<file path="src/hw/rtl/bsl_pkg.sv">
// ----------------------------------------------------------------------------
// bsl_pkg
// Types, codes and defaults shared by the bounded sorted list and its cells.
// ----------------------------------------------------------------------------
package bsl_pkg;

  localparam int CAPACITY_DEF = 16;
  localparam int VALUE_W      = 32;
  localparam int COUNT_W      = 5;

  typedef enum logic [1:0] {
    OP_APPEND        = 2'd0,
    OP_REMOVE_FIRST  = 2'd1,
    OP_SORTED_INSERT = 2'd2,
    OP_SORTED_REMOVE = 2'd3
  } opcode_t;

  typedef enum logic [1:0] {
    EDIT_NONE,
    EDIT_TAIL,
    EDIT_INSERT,
    EDIT_DELETE
  } edit_t;

  typedef enum logic {
    ST_IDLE,
    ST_EXEC
  } state_t;

  typedef struct packed {
    opcode_t                    opcode;
    logic signed [VALUE_W-1:0]  value;
  } in_item_t;

  typedef struct packed {
    logic               ok;
    logic [COUNT_W-1:0] count;
    logic               empty_res;
    logic               full_res;
  } out_item_t;

  // Broadcast from the controller to every cell.
  typedef struct packed {
    opcode_t                    opcode;
    edit_t                      edit;
    logic signed [VALUE_W-1:0]  value;
  } cell_ctrl_t;

  // Passed from each cell to the next one up the row.
  typedef struct packed {
    logic hit;      // a cell at or below this one matched the search
    logic hit_eq;   // the first matching cell holds the value exactly
    logic tail_lt;  // value is below the last held entry
    logic tail_gt;  // value is above the last held entry
  } chain_t;

endpackage

</file>
<file path="src/hw/rtl/bsl_cell.sv">
// ----------------------------------------------------------------------------
// bsl_cell
// One list slot: holds an entry, compares it against the incoming value and
// takes part in the priority chain that locates the edit position.
// ----------------------------------------------------------------------------
module bsl_cell
  import bsl_pkg::*;
#(
  parameter int IDX = 0,
  parameter int UW  = 5
) (
  input  logic                       clk,
  input  logic                       flag_en,
  input  logic signed [VALUE_W-1:0]  cmp_value,
  input  cell_ctrl_t                 ctrl,
  input  logic [UW-1:0]              used,
  input  logic signed [VALUE_W-1:0]  left_entry,
  input  logic signed [VALUE_W-1:0]  right_entry,
  input  chain_t                     chain_in,
  output chain_t                     chain_out,
  output logic signed [VALUE_W-1:0]  entry
);

  logic signed [VALUE_W-1:0] entry_r;
  logic signed [VALUE_W-1:0] entry_nxt;
  logic                      eq_r;
  logic                      lt_r;
  logic                      held;
  logic                      is_last;
  logic                      cond;
  logic                      sel;
  logic                      first;

  always_ff @(posedge clk) begin
    if (flag_en) begin
      eq_r <= (cmp_value == entry_r);
      lt_r <= (cmp_value < entry_r);
    end
    entry_r <= entry_nxt;
  end

  assign held    = (UW'(IDX) < used);
  assign is_last = held && (UW'(IDX + 1) == used);

  always_comb begin
    unique case (ctrl.opcode)
      OP_APPEND:        cond = 1'b0;
      OP_REMOVE_FIRST:  cond = eq_r;
      OP_SORTED_INSERT: cond = lt_r;
      OP_SORTED_REMOVE: cond = eq_r | lt_r;
      default:          cond = 1'b0;
    endcase
  end

  assign sel   = held && cond;
  assign first = sel && !chain_in.hit;

  always_comb begin
    chain_out.hit     = chain_in.hit | sel;
    chain_out.hit_eq  = chain_in.hit_eq | (first & eq_r);
    chain_out.tail_lt = chain_in.tail_lt | (is_last & lt_r);
    chain_out.tail_gt = chain_in.tail_gt | (is_last & !eq_r & !lt_r);
  end

  always_comb begin
    entry_nxt = entry_r;
    unique case (ctrl.edit)
      EDIT_NONE: begin
      end
      EDIT_TAIL: begin
        if (UW'(IDX) == used) entry_nxt = ctrl.value;
      end
      EDIT_INSERT: begin
        if (first) entry_nxt = ctrl.value;
        else if (chain_in.hit) entry_nxt = left_entry;
      end
      EDIT_DELETE: begin
        // close the gap: every slot from the match upward pulls from above
        if (chain_out.hit) entry_nxt = right_entry;
      end
      default: begin
      end
    endcase
  end

  assign entry = entry_r;

endmodule

</file>
<file path="src/hw/rtl/bounded_sorted_list.sv">
// ----------------------------------------------------------------------------
// bounded_sorted_list
// Fixed-capacity packed list of signed 32-bit entries with append, remove
// first match, sorted insert and sorted remove.
// ----------------------------------------------------------------------------
// At the accepting edge every cell compares its entry with the value and
// registers the result; in the execute state the priority chain through the
// row of cells finds the edit position, and when the item commits every cell
// shifts one place or loads the value, and the result beat is registered. No
// new item is taken until the current one has committed; a waiting result
// delays only the commit of the next item, not its acceptance. The list holds
// up to CAPACITY entries; empty after reset.
// ----------------------------------------------------------------------------
module bounded_sorted_list
  import bsl_pkg::*;
#(
  parameter int CAPACITY = CAPACITY_DEF
) (
  input  logic      clk,
  input  logic      rst_n,
  input  logic      in_valid,
  output logic      in_stall,
  input  in_item_t  in_data,
  output logic      out_valid,
  input  logic      out_stall,
  output out_item_t out_data
);

  localparam int UW = $clog2(CAPACITY + 1);

  state_t                    state_r;
  state_t                    state_nxt;
  opcode_t                   op_r;
  logic signed [VALUE_W-1:0] value_r;
  logic [UW-1:0]             used_r;
  logic [UW-1:0]             used_nxt;
  logic                      out_valid_r;
  out_item_t                 out_data_r;

  logic                      accept;
  logic                      commit;
  logic                      ok;
  logic                      full;
  logic                      empty;
  edit_t                     edit;
  cell_ctrl_t                ctrl;

  chain_t                    chain [CAPACITY+1];
  logic signed [VALUE_W-1:0] ent   [CAPACITY];

  assign in_stall = (state_r != ST_IDLE);
  assign accept   = in_valid && !in_stall;
  assign commit   = (state_r == ST_EXEC) && (!out_valid_r || !out_stall);
  assign full     = (used_r == UW'(CAPACITY));
  assign empty    = (used_r == '0);

  // next state
  always_comb begin
    state_nxt = state_r;
    unique case (state_r)
      ST_IDLE: if (accept) state_nxt = ST_EXEC;
      ST_EXEC: if (commit) state_nxt = ST_IDLE;
      default: state_nxt = ST_IDLE;
    endcase
  end

  // decide the edit from the chain results
  always_comb begin
    ok   = 1'b0;
    edit = EDIT_NONE;
    unique case (op_r)
      OP_APPEND: begin
        ok   = !full;
        edit = EDIT_TAIL;
      end
      OP_REMOVE_FIRST: begin
        ok   = chain[CAPACITY].hit;
        edit = EDIT_DELETE;
      end
      OP_SORTED_INSERT: begin
        ok = !full;
        if (empty || !chain[CAPACITY].tail_lt) edit = EDIT_TAIL;
        else edit = EDIT_INSERT;
      end
      OP_SORTED_REMOVE: begin
        // a value below the head always lands on a greater entry and fails
        ok   = !empty && !chain[CAPACITY].tail_gt && chain[CAPACITY].hit_eq;
        edit = EDIT_DELETE;
      end
      default: begin
      end
    endcase
  end

  always_comb begin
    ctrl.opcode = op_r;
    ctrl.value  = value_r;
    ctrl.edit   = (commit && ok) ? edit : EDIT_NONE;
  end

  always_comb begin
    used_nxt = used_r;
    if (ok) begin
      if (edit == EDIT_DELETE) used_nxt = used_r - UW'(1);
      else used_nxt = used_r + UW'(1);
    end
  end

  always_ff @(posedge clk) begin
    if (!rst_n) begin
      state_r     <= ST_IDLE;
      used_r      <= '0;
      out_valid_r <= 1'b0;
    end else begin
      state_r <= state_nxt;
      if (commit) begin
        used_r      <= used_nxt;
        out_valid_r <= 1'b1;
      end else if (!out_stall) begin
        out_valid_r <= 1'b0;
      end
    end
  end

  always_ff @(posedge clk) begin
    if (accept) begin
      op_r    <= in_data.opcode;
      value_r <= in_data.value;
    end
    if (commit) begin
      out_data_r.ok        <= ok;
      out_data_r.count     <= COUNT_W'(used_nxt);
      out_data_r.empty_res <= (used_nxt == '0);
      out_data_r.full_res  <= (used_nxt == UW'(CAPACITY));
    end
  end

  assign chain[0] = '0;

  for (genvar i = 0; i < CAPACITY; i++) begin : g_cell
    logic signed [VALUE_W-1:0] left_entry;
    logic signed [VALUE_W-1:0] right_entry;

    if (i == 0) begin : g_head
      assign left_entry = ent[i];
    end else begin : g_body_l
      assign left_entry = ent[i-1];
    end
    if (i == CAPACITY - 1) begin : g_tail
      assign right_entry = ent[i];
    end else begin : g_body_r
      assign right_entry = ent[i+1];
    end

    bsl_cell #(
      .IDX (i),
      .UW  (UW)
    ) u_cell (
      .clk         (clk),
      .flag_en     (accept),
      .cmp_value   (in_data.value),
      .ctrl        (ctrl),
      .used        (used_r),
      .left_entry  (left_entry),
      .right_entry (right_entry),
      .chain_in    (chain[i]),
      .chain_out   (chain[i+1]),
      .entry       (ent[i])
    );
  end

  assign out_valid = out_valid_r;
  assign out_data  = out_data_r;

  a_used_bounded: assert property (@(posedge clk) disable iff (!rst_n)
    used_r <= UW'(CAPACITY))
    else $error("entry count beyond capacity");

  a_count_matches: assert property (@(posedge clk) disable iff (!rst_n)
    commit |=> out_data_r.count == COUNT_W'(used_r))
    else $error("result count disagrees with held count");

  a_fail_holds: assert property (@(posedge clk) disable iff (!rst_n)
    (commit && !ok) |=> $stable(used_r))
    else $error("failed operation changed the count");

  a_empty_remove: assert property (@(posedge clk) disable iff (!rst_n)
    ((state_r == ST_EXEC) && empty &&
     (op_r == OP_REMOVE_FIRST || op_r == OP_SORTED_REMOVE)) |-> !ok)
    else $error("removal from empty list reported success");

endmodule
</file>
<file path="config.mk">
export PLATFORM = sky130hd
export DESIGN_NAME = bounded_sorted_list
export DESIGN_NICKNAME = d
export VERILOG_FILES = /design/src/hw/rtl/bsl_pkg.sv /design/src/hw/rtl/bsl_cell.sv /design/src/hw/rtl/bounded_sorted_list.sv
export SDC_FILE = /design/constraint.sdc
export NUM_CORES = 2
export LEC_CHECK = 0
export ABC_AREA = 1
export BUFFER_PORTS_ARGS = -buffer_cell sky130_fd_sc_hd__buf_2
export CAP_MARGIN = 5
export CORE_MARGIN = 4
export CORE_UTILIZATION = 30
export CTS_BUF_LIST = sky130_fd_sc_hd__clkbuf_4 sky130_fd_sc_hd__clkbuf_8 sky130_fd_sc_hd__clkbuf_16
export DETAILED_ROUTE_END_ITERATION = 7
export PLACE_DENSITY = 0.51
export SYNTH_ARGS = -nofsm -noshare
export SYNTH_HDL_FRONTEND = slang
export SYNTH_SLANG_ARGS = --single-unit
export TNS_END_PERCENT = 50
</file>
<file path="constraint.sdc">
create_clock -name clk -period 8.2 [get_ports clk]
set_input_delay 0.41 -clock clk [delete_from_list [all_inputs] [get_ports clk]]
set_output_delay 0.41 -clock clk [all_outputs]
set_load 0.03 [all_outputs]
</file>
==> qor.yml <==
routing:
  drt_iter0_markers: 3864
  drc_errors: 0
  wl_met1_um: 73800
  drt-total-wl_um: 163000
  routedWlPerCell_um: 24.9
  wl_met3_um: 11500
  wl_met2_um: 72200
  num_vias: 36578
  viasPerCell: 5.58
  firstDrtPassIters: 7
  antenna_left: 0
  top_layer: "met4"
setup_path:
  cp_max_fo: 32
  worst_path_most_repeated_cell: "nor2_4"
  critPathKind: "reg2reg"
  end_kind: "flip-flop"
  start_kind: "flip-flop"
  arrival_ps: 7090
  cp_slowest_cell: "inv_2"
  slowest_delay_ps: 880
  crit_required_ps: 8480
placement:
  routabilityCongestion: 0.903
  dp_hpwl_um: 113000
  place_inst: 6414
  portBuffers: 47
sta:
  finalClockSkew_ps: 23.6
  hold-worst-slack_ps: 189
  timing.final.crit_period_ps: 6810
  slew_headroom: 0.0661
  setup_violations: 0
  finalHoldViolations: 0
  max_freq_mhz: 147
  drv_slew: 0
  finalCritPeriodShare: 0.830
  rsz0062_at_grt: "no"
  tightest_slew_ps: 1390
  setup_tns_ps: 0
clocking:
  postCtsSetupRepairBufs: 0
  clk_latency_ps: 690
  htree_levels: 3
  cts.sinks: 593
  cts-buffers-inserted: 76
  root_buffer: "clkbuf_16"
  cts_hold_buffers: 7
  cts_buffer_depth: 3
  cts.repair.resized: 0
  cts.clk_slew.worst_paths_ps: 60
  cts_tree: "built"
worst_hold_path:
  hold_path.class: "in2reg"
floorplan:
  core_area_sq_um: 140000
  die_area_sq_um: 147000
  initial_utilization: 0.302
  dieHeight_um: 383
  die_width_um: 383
  rows: 137
  io-pin-count: 48
synthesis:
  synth_top_flop_cell: "edfxtp_1"
  syn_area_sq_um: 42300
  synth-edff-count: 586
  avgSynthCellArea_sq_um: 8.96
  ys_seq_area_frac: 0.420
  synth.distinct_cells: 55
  synth-seq-cells: 593
  async_flop_share: 0
  synth_warnings: 0
  synth_nets: 5276
  syn_inst: 4717
grt:
  antenna_found_initial: 5
  grt.total_usage: 0.217
  grt_overflow: 0
  grt_max_degree: 100
  grt_pass1_vias: 34388
  grt_pass1_wl_um: 238000
finish:
  nets: 5183
  fin_cells: 6560
  drive_above_1_share: 0.0611
  syn_to_final_growth_pct: 11.6
pwr:
  peakVddDrop_mv: 0.123
  p_leak_nw: 19.0
  power.density_nw_per_um2: 212
job:
  maxCapViolCount: 0
run_status:
  status: "completed"
## area by class of cell
class	count	area (sq um)
Antenna cell	3	7.51
Fill cell	14376	92500
Clock inverter	44	447
Tap cell	1876	2350
Inverter	693	2620
Multi-Input combinational cell	3148	21100
Clock buffer	91	2010
Sequential cell	593	17700
Timing Repair Buffer	112	891
## worst max-delay path, delay by kind of cell (launching register included)
kind                     cells  cell delay, ps
buffers and inverters        5            1770
adder cells (fa/ha/maj)      2             650
AND/OR/NAND/NOR             20            3320
AO/OA/AOI/OAI                1             100
flip-flops                   1             470
## worst paths after layout
kind | from | end | slack (ps) | cells after the start
max reg2reg | used_r[1] | g_cell[9].u_cell.entry[16] | 1390 | 28
min reg2reg | in_stall | in_stall | 540 | 2
min | in_data[8] | value_r[8] | 190 | 1
max | used_r[1] | g_cell[9].u_cell.entry[16] | 1390 | 28
## per-stage QoR
stage / cell area (sq um) / setup slack, ps / util / power [W]
after global routing: 47200 / 1020 / 0.338 / 0.0105
after CTS: 47100 / 1460 / 0.337 / 0.0100
after global placement: 44600 / 1560 / 0.319 / 0.00651
after detailed placement: 44600 / 1480 / 0.319 / 0.00656
final: 47200 / 1390 / 0.338 / 0.00999
after floorplan: 42300 / 1510 / - / 0.00551
## cells in the final DEF, fill, tap and decap left out, types with 5 or more instances in the layout
cell             n
xnor2_1          6
o22ai_1         11
dlygate4sd3_1    7
o21bai_1         9
buf_4           46
inv_1          679
nand4_1         52
buf_2           47
nand3_1         70
dfxtp_1          7
o2111ai_1        8
o221ai_1        18
nand2_1        419
a31oi_1          6
a21oi_1        660
nor2_4          10
clkbuf_16       76
buf_12          12
nor2_1         120
clkbuf_4        15
o211ai_1       454
clkinv_1        15
a221oi_1        12
inv_6            6
o21ai_0        586
inv_2           10
nor3_1          36
nand2_2          5
a21o_1           7
ha_1           520
bufinv_16        8
clkinv_2        12
a211oi_1        33
nor4_1          29
edfxtp_1       586
xor2_1          14
o21a_1          10
## registers in the layout (all words and copies together), names as in the netlist
register / flops
out_valid: 1
used_r: 5
value_r: 32
op_r: 2
out_data: 8
g_cell.u_cell.eq_r: 16
g_cell.u_cell.lt_r: 16
in_stall: 1
g_cell.u_cell.entry: 512
## power breakdown
part	total, W	internal [W]	switching [W]
sequential	0.00400	0.00383	0.000167
combinational	0.00254	0.000699	0.00184
clock	0.00346	0.00201	0.00145
total	0.00999	0.00654	0.00346
## metal layers
metal,vias to the layer above,global-route usage
li1,17064,-
met1,17850,0.309
met4,0,0.0721
met2,1433,0.337
met3,231,0.0313
met5,-,0
## kinds of logic after synthesis
family                   after synthesis  synth area share
flip-flops                           593             0.420
XOR/XNOR                              20           0.00415
adder cells (fa/ha/maj)              521             0.154
AO/OA/AOI/OAI                       1842             0.255
buffers and inverters                976            0.0871
multiplexers                           1          0.000237
AND/OR/NAND/NOR                      764            0.0795
## synthesized netlist by cell type (16+ instances only)
cell type  count  share of area
nor2_1       126          0.011
ha_1         521           0.15
a211oi_1      36         0.0064
nor3_1        36         0.0043
o21ai_0      586          0.069
a221oi_1      16         0.0033
o221ai_1      18         0.0037
nand2_1      421          0.037
edfxtp_1     586           0.42
nand3_1       74         0.0088
clkbuf_1     231          0.021
nor4_1        30         0.0044
inv_1        687          0.061
o211ai_1     454          0.081
buf_1         44         0.0039
a21oi_1      661          0.078
nand4_1       52         0.0077
No activity file was read; power rests on OpenSTA's default activity.
